==> config.mk <==
export PLATFORM = sky130hd
export DESIGN_NAME = crc_framed_packet_receiver_flat
export DESIGN_NICKNAME = d
export VERILOG_FILES = /design/src/hw/rtl/cfpr_pkg.sv /design/src/hw/rtl/cfpr_if.sv /design/src/hw/rtl/cfpr_crc_step.sv /design/src/hw/rtl/cfpr_frame_ctrl.sv /design/src/hw/rtl/cfpr_out_reg.sv /design/src/hw/rtl/crc_framed_packet_receiver.sv /design/src/flat_wrapper.sv
export SDC_FILE = /design/constraint.sdc
export NUM_CORES = 1
export LEC_CHECK = 0
export ABC_CLOCK_PERIOD_IN_PS = 6800
export BUFFER_PORTS_ARGS = -buffer_cell sky130_fd_sc_hd__buf_2
export CORE_UTILIZATION = 36
export DETAILED_ROUTE_END_ITERATION = 7
export GPL_TIMING_DRIVEN = 1
export PLACE_DENSITY_LB_ADDON = 0.25
export REMOVE_ABC_BUFFERS = 1
export SYNTH_ARGS = -nofsm -noshare
export SYNTH_HDL_FRONTEND = slang
export SYNTH_SLANG_ARGS = --single-unit
==> constraint.sdc <==
create_clock -name clock -period 6.8 [get_ports clock]
set_clock_uncertainty 0.1 [all_clocks]
set_input_delay 0.34 -clock clock [delete_from_list [all_inputs] [get_ports clock]]
set_output_delay 0.34 -clock clock [all_outputs]
set_load 0.1 [all_outputs]
==> src/hw/rtl/cfpr_pkg.sv <==
// Package for the CRC framed packet receiver.
// Holds the frame layout positions, CRC constants and the result type.
// No dependencies; every other file but cfpr_if.sv and cfpr_checker.sv imports it.
package cfpr_pkg;

   // CRC-16 with polynomial 0x1021, seed 0xFFFF, MSB first.
   localparam logic [15:0] CRC_POLY = 16'h1021;
   localparam logic [15:0] CRC_SEED = 16'hFFFF;
   localparam logic [15:0] CRC_TOP  = 16'h8000;

   // Reset value of the start byte register.
   localparam logic [7:0] START_RESET = 8'h01;

   // Width of the byte position counter within a frame.
   localparam int COUNT_W = 9;

   // Byte positions within a frame.
   localparam logic [COUNT_W-1:0] POS_START  = 9'd0;
   localparam logic [COUNT_W-1:0] POS_CRC_HI = 9'd1;
   localparam logic [COUNT_W-1:0] POS_CRC_LO = 9'd2;
   localparam logic [COUNT_W-1:0] POS_LENGTH = 9'd3;
   localparam logic [COUNT_W-1:0] POS_MSG0   = 9'd4;
   localparam logic [COUNT_W-1:0] POS_MSG1   = 9'd5;

   // Length values below this give a zero payload word.
   localparam logic [7:0] MIN_PAYLOAD_LEN = 8'd2;

   // One finished frame.
   typedef struct packed {
      logic              crc_ok;
      logic signed [15:0] payload_word;
      logic [7:0]        message_length;
   } result_type;

endpackage

==> src/hw/rtl/cfpr_if.sv <==
// Channel interfaces of the CRC framed packet receiver.
// Request (received bytes), response (finished frames) and register write channels.
// No dependencies.
interface cfpr_req_if;
   logic       valid;
   logic       ready;
   logic [7:0] rx_byte;

   modport source (output valid, output rx_byte, input ready);
   modport sink (input valid, input rx_byte, output ready);
endinterface

interface cfpr_rsp_if;
   logic               valid;
   logic               ready;
   logic               crc_ok;
   logic signed [15:0] payload_word;
   logic [7:0]         message_length;

   modport source (output valid, output crc_ok, output payload_word,
                   output message_length, input ready);
   modport sink (input valid, input crc_ok, input payload_word,
                 input message_length, output ready);
endinterface

interface cfpr_csr_if;
   logic       valid;
   logic       ready;
   logic [7:0] start_value;

   modport source (output valid, output start_value, input ready);
   modport sink (input valid, input start_value, output ready);
endinterface

==> src/hw/rtl/cfpr_crc_step.sv <==
// One-byte CRC-16 update, MSB first, as eight unrolled shift steps.
// Depends on cfpr_pkg for the polynomial.
module cfpr_crc_step (
   input  logic [15:0] crc_cur,
   input  logic [7:0]  data_byte,
   output logic [15:0] crc_next
);
   import cfpr_pkg::*;

   // The byte enters the top of the register, then eight conditional XOR shifts.
   always_comb begin
      logic [15:0] acc;
      acc = crc_cur ^ {data_byte, 8'h00};
      for (int k = 0; k < 8; k++) begin
         if ((acc & CRC_TOP) != 16'h0000) begin
            acc = {acc[14:0], 1'b0} ^ CRC_POLY;
         end else begin
            acc = {acc[14:0], 1'b0};
         end
      end
      crc_next = acc;
   end

endmodule

==> src/hw/rtl/cfpr_frame_ctrl.sv <==
// Frame tracking for the CRC framed packet receiver: position counter, captured
// CRC, length, payload bytes and running CRC. Depends on cfpr_pkg and cfpr_crc_step.
module cfpr_frame_ctrl (
   input  logic                 clock,
   input  logic                 reset,
   input  logic                 step_en,
   input  logic [7:0]           rx_byte,
   input  logic [7:0]           start_value,
   output logic                 result_valid,
   output cfpr_pkg::result_type result
);
   import cfpr_pkg::*;

   logic               receiving_ff, receiving_in;
   logic [COUNT_W-1:0] count_ff, count_in;
   logic [15:0]        crc_ff, crc_in;
   logic [15:0]        captured_ff, captured_in;
   logic [7:0]         length_ff, length_in;
   logic [15:0]        hold_ff, hold_in;

   logic               start_hit;
   logic               rcv_base;
   logic [COUNT_W-1:0] count_base;
   logic [15:0]        crc_base;
   logic [15:0]        captured_base;
   logic [7:0]         length_base;
   logic [15:0]        hold_base;
   logic [15:0]        crc_stepped;
   logic [COUNT_W-1:0] count_inc;
   logic [COUNT_W-1:0] frame_end;
   logic               finish;

   // A start byte restarts the frame wherever it falls.
   assign start_hit     = (rx_byte == start_value);
   assign rcv_base      = start_hit | receiving_ff;
   assign count_base    = start_hit ? POS_START : count_ff;
   assign crc_base      = start_hit ? CRC_SEED : crc_ff;
   assign captured_base = start_hit ? 16'h0000 : captured_ff;
   assign length_base   = start_hit ? 8'h00 : length_ff;
   assign hold_base     = start_hit ? 16'h0000 : hold_ff;

   cfpr_crc_step u_crc_step (
      .crc_cur   (crc_base),
      .data_byte (rx_byte),
      .crc_next  (crc_stepped)
   );

   assign count_inc = count_base + COUNT_W'(1);
   assign frame_end = {1'b0, length_base} + COUNT_W'(4);

   // Next frame state for the byte at its position.
   always_comb begin
      receiving_in = receiving_ff;
      count_in     = count_base;
      crc_in       = crc_base;
      captured_in  = captured_base;
      length_in    = length_base;
      hold_in      = hold_base;
      finish       = 1'b0;
      if (rcv_base) begin
         receiving_in = 1'b1;
         unique case (count_base)
            POS_START: begin
               count_in = POS_CRC_HI;
            end
            POS_CRC_HI: begin
               captured_in = {rx_byte, 8'h00};
               count_in    = POS_CRC_LO;
            end
            POS_CRC_LO: begin
               captured_in = {captured_base[15:8], rx_byte};
               count_in    = POS_LENGTH;
            end
            POS_LENGTH: begin
               length_in = rx_byte;
               count_in  = POS_MSG0;
               finish    = (rx_byte == 8'h00);
            end
            default: begin
               crc_in = crc_stepped;
               if (count_base == POS_MSG0) begin
                  hold_in = {rx_byte, 8'h00};
               end else if (count_base == POS_MSG1) begin
                  hold_in = {hold_base[15:8], rx_byte};
               end
               count_in = count_inc;
               finish   = (count_inc >= frame_end);
            end
         endcase
         if (finish) begin
            receiving_in = 1'b0;
         end
      end
   end

   // Result of a frame that ends on this byte.
   always_comb begin
      result_valid          = step_en & finish;
      result.crc_ok         = (crc_in == captured_in);
      result.payload_word   = (length_in >= MIN_PAYLOAD_LEN) ? hold_in : 16'sh0000;
      result.message_length = length_in;
   end

   // Frame state registers.
   always_ff @(posedge clock) begin
      if (reset) begin
         receiving_ff <= 1'b0;
         count_ff     <= POS_START;
         crc_ff       <= CRC_SEED;
         captured_ff  <= 16'h0000;
         length_ff    <= 8'h00;
         hold_ff      <= 16'h0000;
      end else if (step_en) begin
         receiving_ff <= receiving_in;
         count_ff     <= count_in;
         crc_ff       <= crc_in;
         captured_ff  <= captured_in;
         length_ff    <= length_in;
         hold_ff      <= hold_in;
      end
   end

endmodule

==> src/hw/rtl/cfpr_out_reg.sv <==
// Result register of the CRC framed packet receiver, driving the response channel.
// Depends on cfpr_pkg for the result type.
module cfpr_out_reg (
   input  logic                 clock,
   input  logic                 reset,
   input  logic                 load,
   input  cfpr_pkg::result_type load_data,
   input  logic                 rsp_ready,
   output logic                 rsp_valid,
   output cfpr_pkg::result_type rsp_data,
   output logic                 can_load
);
   import cfpr_pkg::*;

   logic       valid_ff, valid_in;
   result_type data_ff;

   // The register may take a new result when empty or drained this cycle.
   assign can_load = ~valid_ff | rsp_ready;

   always_comb begin
      valid_in = valid_ff;
      if (can_load) begin
         valid_in = load;
      end
   end

   always_ff @(posedge clock) begin
      if (reset) begin
         valid_ff <= 1'b0;
      end else begin
         valid_ff <= valid_in;
      end
   end

   always_ff @(posedge clock) begin
      if (can_load & load) begin
         data_ff <= load_data;
      end
   end

   assign rsp_valid = valid_ff;
   assign rsp_data  = data_ff;

endmodule

==> src/hw/rtl/crc_framed_packet_receiver.sv <==
// CRC framed packet receiver: start byte, CRC high, CRC low, length, message bytes.
// A frame's last byte is held in the input register, and its result is then registered in the
// result register, which drives the response channel until rsp ready takes it.
// Throughput: one byte per cycle, set by the combinational pass (unrolled CRC) between the
// input and result registers; bytes stall only while a finished result waits for rsp ready.
// Reset (synchronous, active high): idle, both valid flags cleared, start byte set to 0x01.
module crc_framed_packet_receiver (
   input logic      clock,
   input logic      reset,
   cfpr_req_if.sink   req_chan,
   cfpr_rsp_if.source rsp_chan,
   cfpr_csr_if.sink   csr_chan
);
   import cfpr_pkg::*;

   logic       in_valid_ff, in_valid_in;
   logic [7:0] in_byte_ff;
   logic [7:0] start_value_ff;
   logic       advance;
   logic       req_take;
   logic       can_load;
   logic       result_valid;
   result_type result;
   result_type rsp_data;
   logic       rsp_valid;

   // Start byte register; writes are always taken.
   assign csr_chan.ready = 1'b1;

   always_ff @(posedge clock) begin
      if (reset) begin
         start_value_ff <= START_RESET;
      end else if (csr_chan.valid) begin
         start_value_ff <= csr_chan.start_value;
      end
   end

   // Input register: the held byte moves on when the result register can take its result.
   assign advance        = in_valid_ff & can_load;
   assign req_chan.ready = ~in_valid_ff | advance;
   assign req_take       = req_chan.valid & req_chan.ready;

   always_comb begin
      in_valid_in = in_valid_ff;
      if (req_chan.ready) begin
         in_valid_in = req_chan.valid;
      end
   end

   always_ff @(posedge clock) begin
      if (reset) begin
         in_valid_ff <= 1'b0;
      end else begin
         in_valid_ff <= in_valid_in;
      end
   end

   always_ff @(posedge clock) begin
      if (req_take) begin
         in_byte_ff <= req_chan.rx_byte;
      end
   end

   cfpr_frame_ctrl u_frame_ctrl (
      .clock        (clock),
      .reset        (reset),
      .step_en      (advance),
      .rx_byte      (in_byte_ff),
      .start_value  (start_value_ff),
      .result_valid (result_valid),
      .result       (result)
   );

   cfpr_out_reg u_out_reg (
      .clock     (clock),
      .reset     (reset),
      .load      (result_valid),
      .load_data (result),
      .rsp_ready (rsp_chan.ready),
      .rsp_valid (rsp_valid),
      .rsp_data  (rsp_data),
      .can_load  (can_load)
   );

   // Response channel.
   assign rsp_chan.valid          = rsp_valid;
   assign rsp_chan.crc_ok         = rsp_data.crc_ok;
   assign rsp_chan.payload_word   = rsp_data.payload_word;
   assign rsp_chan.message_length = rsp_data.message_length;

endmodule

==> src/flat_wrapper.sv <==
// flat-port wrapper written by rule: the top's interface ports become plain ports
module crc_framed_packet_receiver_flat import cfpr_pkg::*;
  (clock, reset, req_chan_valid, req_chan_rx_byte, req_chan_ready, rsp_chan_valid, rsp_chan_crc_ok, rsp_chan_payload_word, rsp_chan_message_length, rsp_chan_ready, csr_chan_valid, csr_chan_start_value, csr_chan_ready);
  cfpr_req_if req_chan_i ();
  cfpr_rsp_if rsp_chan_i ();
  cfpr_csr_if csr_chan_i ();
  input logic clock;
  input logic reset;
  input wire logic [$bits(req_chan_i.valid)-1:0] req_chan_valid;
  input wire logic [$bits(req_chan_i.rx_byte)-1:0] req_chan_rx_byte;
  output wire logic [$bits(req_chan_i.ready)-1:0] req_chan_ready;
  output wire logic [$bits(rsp_chan_i.valid)-1:0] rsp_chan_valid;
  output wire logic [$bits(rsp_chan_i.crc_ok)-1:0] rsp_chan_crc_ok;
  output wire logic [$bits(rsp_chan_i.payload_word)-1:0] rsp_chan_payload_word;
  output wire logic [$bits(rsp_chan_i.message_length)-1:0] rsp_chan_message_length;
  input wire logic [$bits(rsp_chan_i.ready)-1:0] rsp_chan_ready;
  input wire logic [$bits(csr_chan_i.valid)-1:0] csr_chan_valid;
  input wire logic [$bits(csr_chan_i.start_value)-1:0] csr_chan_start_value;
  output wire logic [$bits(csr_chan_i.ready)-1:0] csr_chan_ready;
  assign req_chan_i.valid = req_chan_valid;
  assign req_chan_i.rx_byte = req_chan_rx_byte;
  assign req_chan_ready = req_chan_i.ready;
  assign rsp_chan_valid = rsp_chan_i.valid;
  assign rsp_chan_crc_ok = rsp_chan_i.crc_ok;
  assign rsp_chan_payload_word = rsp_chan_i.payload_word;
  assign rsp_chan_message_length = rsp_chan_i.message_length;
  assign rsp_chan_i.ready = rsp_chan_ready;
  assign csr_chan_i.valid = csr_chan_valid;
  assign csr_chan_i.start_value = csr_chan_start_value;
  assign csr_chan_ready = csr_chan_i.ready;
  crc_framed_packet_receiver u_core (.clock(clock), .reset(reset), .req_chan(req_chan_i), .rsp_chan(rsp_chan_i), .csr_chan(csr_chan_i));
endmodule
# After elaboration in Yosys (flattened, before gate mapping)
# Index checks and enable logic that the tools add are counted.
# totals
output_inout_bits,28
reg_bits,109
input_bits,21
wordCells,76
# classes
n_eq_ne,7
addsub,2
n_mux,29
bitwise,18
reduce_logical,5
n_lt_le_gt_ge,2
# op_table
cell,count
two-way mux 16 bit,9
two-way mux 13 bit,8
case mux 9 bit (4 select lines),1
two-way mux 8 bit,4
case mux 16 bit (2 select lines),1
inverter 3 bit,8
"equality test 9 x 2 -> 1 bit, second input constant",2
"equality test 9 x 3 -> 1 bit, second input constant",2
two-way mux 9 bit,2
equality test 16 bit,1
XOR 16 bit,1
"adder 8 x 3 -> 9 bit, second input constant",1
"adder 9 x 1 -> 9 bit, second input constant",1
"equality test 9 x 1 -> 1 bit, second input constant",1
greater-or-equal comparator 9 bit,1
zero test 9 bit,1
equality test 8 bit,1
"greater-or-equal comparator 8 x 2 -> 1 bit, second input constant",1
zero test 8 bit,1
bitwise AND 1 bit,4
OR reduction 4 bit,1
two-way mux 1 bit,3
OR 1 bit,3
OR reduction 3 bit,1
3 further kinds,4

# Longest topological paths before layout
# Gate-level depths: netlist of the first run.
# logic_depth
word_depth,22
ltp_mapped,17
depth_no_buf,14

# By module
# Synthesis of the first run repeated with hierarchy kept, for this count alone.
# hier_totals
hier_cells,616
area_unflattened_um2,5821.8
# by_module_without_submodules
module,n_inst,area_per_inst_um2,cells_each,seq_area_each_um2
cfpr_frame_ctrl,1,4035.1,519,1321.3
cfpr_out_reg,1,805.8,30,770.7
crc_framed_packet_receiver,1,589.3,42,420.4
cfpr_crc_step,1,391.6,25,0.0

# Worst setup path after synthesis of the first run
# Ideal clock, no wire load.
# synth_timing
path_kind,reg-to-reg
startpoint,reg u_core.in_byte_ff[4]
endpoint,"reg u_core.u_out_reg.data_ff, in the netlist u_core.u_out_reg.rsp_data[0] (enable)"
path_stages_with_launch,16
synth_period_minus_slack_ns,4.837
slack_ns,1.963
t_required_ns,6.281
arrival_time_ns,4.319
n_path_buf,3
setup_ns,0.419
cell_sequence,edfxtp_1 xnor2_1 nand4_1 nor2_1 clkbuf_1 buf_1 buf_1 nor2b_1 ha_1 nand3_1 xnor2_1 o21ai_0 ha_1 o21a_1 o211ai_1 a21oi_1
# synth_between
elab_chain_len,9
word_cells_on_any_way,18
classes_between,add/sub: 2; order compare: 1; eq/ne: 4; mux: 5; bitwise: 3; reduce/logical: 3
# synth_lines
element,line_no,rtl
"start, declared",crc_framed_packet_receiver.sv:17,logic [7:0] in_byte_ff;
"start signal, assigned",crc_framed_packet_receiver.sv:60,in_byte_ff <= req_chan.rx_byte;
equality test 8 bit,cfpr_frame_ctrl.sv:34,assign start_hit = (rx_byte == start_value);
two-way mux 9 bit or two-way mux 8 bit (tied branches),"cfpr_frame_ctrl.sv:36, cfpr_frame_ctrl.sv:39",
"adder 9 x 1 -> 9 bit, or another cell as far along",cfpr_frame_ctrl.sv:48,assign count_inc = count_base + COUNT_W'(1);
greater-or-equal comparator 9 bit or OR reduction 3 bit (tied branches),n/a,
case mux 1 bit (2 select lines),cfpr_frame_ctrl.sv:62,unique case (count_base)
two-way mux 1 bit,cfpr_frame_ctrl.sv:60,if (rcv_base) begin
two-way mux 1 bit *,cfpr_frame_ctrl.sv:60,
bitwise AND 1 bit *,cfpr_frame_ctrl.sv:98,result_valid = step_en & finish;
bitwise AND 1 bit *,cfpr_out_reg.sv:37,if (can_load & load) begin
"end signal, assigned",cfpr_out_reg.sv:38,data_ff <= load_data;
"end, declared",cfpr_out_reg.sv:16,result_type data_ff;
# Mark *: on every way between the ends. The rest lies on a longest branch, timed or not. The select of a mux whose other input is x is not followed.
# A chain may end at the register's enable or synchronous reset.

# Worst setup path in the final report of the first run
# layout_timing
startpoint,reg u_core.in_byte_ff[6]
endpoint,"reg u_core.u_out_reg.data_ff, in the netlist u_core.u_out_reg.rsp_data[5] (enable)"
# The elaborated chain is that of the path after synthesis.

==> results.ini, run 1 <==
[placement]
dp_worst_setup_slack_ns=2.49
place_congestion=0.876
port_buffers=47
dpl.hpwl_um=10600
placed_area_mm2=0.00622

[floorplan]
io_pins=49
num_rows=46
fp.dieW_um=130
start_util_pct=36.8
die-height_um=130
design.core.area_mm2=0.0159
die-area_mm2=0.0168

[pwr]
vdd_drop_max_uv=157
internal-power_w=0.00107
comb_power_share_pct=5.1
p_clk_share_pct=44.4
sequentialPowerShare_pct=50.5
total_power_w=0.00138
switchingPower_w=0.000312
p_leak_nw=2.46
power_density_mw_per_mm2=210
swShare_pct=22.6

[critical_path]
arrival_ns=4.27
critPathMaxFanout=16
required_ns=6.76
reg2reg_depth=13
r2r_slack_ns=2.49
start_kind=flip-flop
critPathCaptureType=flip-flop
worstSetupPathType=reg -> reg

[drt]
via_count=4727
drt-pass1-iter-count=6
drt_iter0_markers=362
ant_nets=0
routed_wl_um=15100
wl_per_cell_um=17.0
drc=0
avgViaCountPerCell=5.33

[final_layout]
area_delta_synth_final_pct=12.2
nets=697
drive_above_1_share_pct=13.0
final_core_util_pct=41.3
antenna_cells=0
final_cell_area_mm2=0.00657
final_common_cell=nor2_1
nFillCells=1625
layout_common_cells=nor2_1 (108), dfxtp_1 (76), xnor2_1 (54)

[synthesis]
synth_compound_area_share_pct=14.5
yosys.area_share.simple_pct=20.5
ys_warn_count=0
synth_mux_area_share_pct=5.99
synthAdderAreaFrac_pct=2.14
synth-main-ff-cell=dfxtp_1
synth_top_family_by_area=simple AND/OR/NAND/NOR gates
netlist_instances=649
synth_edf_count=33
ys_types=49
ys_seq_area_share_pct=42.9
syn-cell-area_mm2=0.00585
synth_xor_area_share_pct=10.2
syn_avg_cell_area_um2=9.02
synthArstFlopShare_pct=0
ys_ff_latch=109

[clocking]
cts.sinks=109
post_cts_buffers=0
clk_latency_ns=0.36
cts_tree=built
root_buffer=clkbuf_16
htree_levels=3
cts_resized=0
cts_max_path_buffers=2
path_clk_slew_ns=0.07
numCtsBuffers=9
hold_buffers=0

[sta]
setup_violations=0
setup_ws_ns=2.49
min_period_over_period_pct=63.4
slew_headroom_pct=35.1
fmax_ghz=0.232
grt_setup_unrepaired=false
post-route-min-period_ns=4.31
hold_violations=0
finalMaxSlewViolations=0
tns_ns=0
tightest_slew_ns=0.969

[min_path]
hold_depth=1
hp-class=in -> reg

[global_route]
grt_pass1_wl_um=24100
grt_max_degree=61
grt_pass1_vias=4388
grt_use_total_pct=18.9
grt-ovfl-total=0
antenna_found_initial=0

[job]
cap_viol_max_count=0

[run_status]
status=complete, no violations

-- path summary, 6_finish.rpt --
kind                                                                    from                                            to
worst min-delay path                                     req_chan_rx_byte[6]                u_core.in_byte_ff[6]$_DFFE_PP_
worst min register to register  u_core.u_frame_ctrl.hold_ff[14]$_SDFFE_PP0P_  u_core.u_frame_ctrl.hold_ff[14]$_SDFFE_PP0P_
worst max-delay path                          u_core.in_byte_ff[6]$_DFFE_PP_        u_core.u_out_reg.rsp_data[5]$_DFFE_PP_
worst max register to register                u_core.in_byte_ff[6]$_DFFE_PP_        u_core.u_out_reg.rsp_data[5]$_DFFE_PP_
-- power groups by stage --
stage,clock (W),sequential (W),combinational (W)
after floorplan,0,0.000701,0.0000450
final,0.000612,0.000696,0.0000704
after global placement,0,0.000710,0.0000700
after CTS,0.000623,0.000696,0.0000708
after detailed placement,0,0.000711,0.0000702
after global routing,0.000649,0.000698,0.0000770
-- Yosys cell counts (2+ instances only) --
master,number,area (um^2)
nor3b_2,2,25.0
a211o_1,3,26.3
nor4_2,3,37.5
a22oi_1,34,255
nand3_1,12,60.1
o2bb2ai_1,4,35.0
o21ai_0,20,100
xor2_1,14,123
nand2_1,36,135
buf_1,5,18.8
a21oi_1,35,175
ha_1,10,125
nor2_1,109,409
and3_1,3,18.8
or2_2,5,31.3
clkbuf_1,35,131
mux2i_1,35,350
a21o_1,5,37.5
dfxtp_1,76,1520
nand4_1,3,18.8
a31oi_1,7,43.8
o21ai_1,4,20.0
nand2b_1,16,100
nand3b_1,2,15.0
inv_1,2,7.51
and2_1,6,37.5
buf_2,5,25.0
nor2b_1,23,144
o22ai_1,8,50.1
nor3b_1,11,82.6
xnor2_1,54,473
nor4_1,6,37.5
buf_4,3,22.5
edfxtp_1,33,991
nor3_1,6,30.0
-- per-stage QoR --
step | std cells | hold slack, ns
after floorplan | 600 | 0.309
after global placement | 871 | 0.371
after detailed placement | 871 | 0.377
after CTS | 887 | 0.0411
after global routing | 887 | 0.0369
final | 887 | 0.0492
-- final cells by class --
cell class | instances | area, um^2 | share of cell area (%)
clock buffers | 10 | 229 | 3.49
clock inverters | 6 | 116 | 1.77
inverters | 2 | 7.51 | 0.114
multi-input cells | 489 | 3140 | 47.8
flip-flops and latches | 109 | 2510 | 38.3
well taps | 216 | 270 | 4.12
repair buffers | 55 | 295 | 4.50
-- worst max-delay path, cell delays in order (launching register included) --
cell and delay [ns]:
edfxtp_1 0.76, xnor2_1 0.20, nand4_1 0.37, nor2_4 0.38, nor2b_1 0.11, ha_1 0.24
nand3_1 0.11, xnor2_1 0.12, o21ai_0 0.11, ha_1 0.29, o21a_1 0.11, o211ai_1 0.10
a21oi_2 0.65, buf_4 0.35
-- sequential cells by signal, summed over array words and instances, names as in the netlist --
name / count
u_core.in_byte_ff: 8
u_core.u_out_reg.rsp_valid: 1
u_core.in_valid_ff: 1
u_core.u_frame_ctrl.captured_ff: 16
u_core.start_value_ff: 8
u_core.u_out_reg.rsp_data: 25
u_core.u_frame_ctrl.crc_ff: 16
u_core.u_frame_ctrl.hold_ff: 16
u_core.u_frame_ctrl.count_ff: 9
u_core.u_frame_ctrl.receiving_ff: 1
u_core.u_frame_ctrl.length_ff: 8
-- logic make-up (layout without fill, tap and decap cells) --
group                    after synthesis  in the layout
AND/OR/NAND/NOR                      245            245
AO/OA/AOI/OAI                        130            130
XOR/XNOR                              68             68
flip-flops                           109            109
multiplexers                          35             35
buffers and inverters                 51             73
other                                  1              1
adder cells (fa/ha/maj)               10             10
-- layer usage --
layer / global-route usage [%] / up-vias / wire length (um)
li1: - / 2297 / -
met2: 31.4 / 125 / 7250
met5: 0 / - / 0
met1: 25.1 / 2282 / 7010
met3: 3.43 / 23 / 605
met4: 5.54 / 0 / 205
(Power assumes the default switching activity.)
==> run 2, diff against run 1 <==
--- a/config.mk
+++ b/config.mk
@@ -5,7 +5,7 @@
 export SDC_FILE = /design/constraint.sdc
 export NUM_CORES = 1
 export LEC_CHECK = 0
-export ABC_CLOCK_PERIOD_IN_PS = 6800
+export ABC_CLOCK_PERIOD_IN_PS = 4290
 export BUFFER_PORTS_ARGS = -buffer_cell sky130_fd_sc_hd__buf_2
 export CORE_UTILIZATION = 36
 export DETAILED_ROUTE_END_ITERATION = 7
==> constraint.sdc (replaced) <==
create_clock -name clock -period 4.29 [get_ports clock]
set_clock_uncertainty 0.1 [all_clocks]
set_input_delay 0.2145 -clock clock [delete_from_list [all_inputs] [get_ports clock]]
set_output_delay 0.2145 -clock clock [all_outputs]
set_load 0.1 [all_outputs]
==> results.ini, run 2 (same netlist as run 1, synthesis figures left out) <==
[final_layout]
antenna_cells=0  ; unchanged
final_core_util_pct=42.3  ; +0.97 points
nFillCells=1607  ; -1.1%
final_common_cell=nor2_1
area_delta_synth_final_pct=14.8
final_cell_area_mm2=0.00672  ; +2.3%
largest_reg_flops=25  ; unchanged
drive_above_1_share_pct=14.6  ; +1.6 points
layout_common_cells=nor2_1 (108), dfxtp_1 (76), xnor2_1 (54)
nets=724  ; +3.9%

[job]
cap_viol_max_count=0  ; unchanged

[critical_path]
r2r_slack_ns=0.64  ; -1.85 ns
arrival_ns=3.81  ; -0.46 ns
critPathCaptureType=flip-flop
required_ns=4.45  ; -2.31 ns
worstSetupPathType=reg -> reg
start_kind=flip-flop
critPathMaxFanout=21  ; +5

[sta]
tightest_slew_ns=0.892  ; -0.0768 ns
finalMaxSlewViolations=0  ; unchanged
min_period_over_period_pct=85.1  ; +22 points
setup_violations=0  ; unchanged
post-route-min-period_ns=3.65  ; -0.660 ns
slew_headroom_pct=40.5  ; +5.4 points
fmax_ghz=0.274  ; +18%
hold-worst-slack_ns=0.00800  ; -0.0412 ns
hold_violations=0  ; unchanged
grt_setup_unrepaired=false
setup_ws_ns=0.640  ; -1.85 ns

[placement]
place_congestion=0.873  ; -0.42%
port_buffers=47  ; unchanged
dpl.hpwl_um=10400  ; -2.0%
placed_area_mm2=0.00634  ; +1.9%
dp_worst_setup_slack_ns=0.657  ; -1.83 ns

[drt]
routed_wl_um=15200  ; +0.61%
drc=0  ; unchanged
drt-pass1-iter-count=6  ; unchanged
ant_nets=0  ; unchanged
drt_iter0_markers=265  ; -27%
avgViaCountPerCell=5.27  ; -1.1%
via_count=4819  ; +1.9%
wl_per_cell_um=16.6  ; -2.4%

[clocking]
cts_tree=built
cts_max_path_buffers=2  ; unchanged
clk_latency_ns=0.36  ; about the same
root_buffer=clkbuf_16
htree_levels=3  ; unchanged
cts_resized=0  ; unchanged
path_clk_slew_ns=0.08  ; about the same
cts.sinks=109  ; unchanged
numCtsBuffers=9  ; unchanged

[global_route]
grt_pass1_vias=4569  ; +4.1%
grt_max_degree=45  ; -26%
grt_pass1_wl_um=23900  ; -0.52%
antenna_found_initial=0  ; unchanged
grt_use_total_pct=18.9  ; -0.031 points
grt-ovfl-total=0  ; unchanged

[floorplan]
io_pins=49  ; unchanged
die-height_um=130  ; unchanged
design.core.area_mm2=0.0159  ; unchanged
fp.dieW_um=130  ; unchanged
die-area_mm2=0.0168  ; unchanged
num_rows=46  ; unchanged
start_util_pct=36.8  ; unchanged

[run_status]
status=complete, no violations

[pwr]
total_power_w=0.00202  ; +47%
p_leak_nw=2.55  ; +3.7%
vdd_drop_max_uv=203  ; +29%
power_density_mw_per_mm2=301  ; +43%

[min_path]
hp-class=in -> reg

==> run 2: per-layer routing <==
metal / GRT usage (%) / part of all wire [%] / wire length, um / up-vias
met3: 4.38 / 4.2 / 637 / 30
met4: 5.47 / 2.2 / 336 / 0
met5: 0 / 0 / 0 / -
met2: 31.5 / 48 / 7210 / 132
li1: - / - / - / 2345
met1: 24.3 / 46 / 6980 / 2312
==> run 2: per-stage QoR <==
step / cells / setup TNS, ns
after floorplan: 600 / -43.62
after global placement: 887 / 0
after detailed placement: 887 / 0
after CTS: 914 / 0
after global routing: 914 / 0
final: 914 / 0
==> run 2: cell type report <==
class                      count  area (um^2)  area share, %
multi-input combinational    489         3140           46.7
inverter                       2         7.51          0.112
clock inverter                 5         36.3          0.540
clock buffer                  11          233           3.46
timing repair buffer          82          526           7.82
sequential                   109         2510           37.4
tap                          216          270           4.02
==> run 2: critical path, stage by stage, from the launching register on <==
cell,delay (ns)
edfxtp_1,0.41
xnor2_1,0.18
nand4_1,0.46
nor2_4,0.40
buf_4,0.31
nor2b_1,0.10
ha_1,0.29
nand2b_1,0.14
a21o_1,0.17
a21o_1,0.17
a21oi_1,0.14
o21ai_0,0.09
o211ai_1,0.13
a21oi_2,0.09
buf_4,0.19
o21ba_2,0.20
==> run 2: power by group <==
| part | total, W | switching [W] | leakage, nW | internal, W |
|---|---|---|---|---|
| logic | 0.000164 | 0.000103 | 1.43 | 0.0000614 |
| clock network | 0.000782 | 0.000385 | 0.134 | 0.000397 |
| registers | 0.00108 | 0.00000832 | 0.979 | 0.00107 |
==> run 2: path summary, 6_finish.rpt <==
check | end | depth (start not counted) | start
max | u_core.u_out_reg.rsp_valid$_SDFFE_PP0P_ | 15 | u_core.in_byte_ff[0]$_DFFE_PP_
min | u_core.start_value_ff[5]$_SDFFE_PP0P_ | 3 | csr_chan_start_value[5]
max reg2reg | u_core.u_out_reg.rsp_valid$_SDFFE_PP0P_ | 15 | u_core.in_byte_ff[0]$_DFFE_PP_
min reg2reg | u_core.u_frame_ctrl.length_ff[0]$_SDFFE_PP0P_ | 2 | u_core.u_frame_ctrl.length_ff[0]$_SDFFE_PP0P_
==> run 2: what timing repair did <==
action / 4_1_cts / 5_1_grt
buffers inserted: 0 / 0
hold endpoints to repair: 11 / 0
hold buffers: 11 / 0
endpoints found under the setup margin: 0 / 0
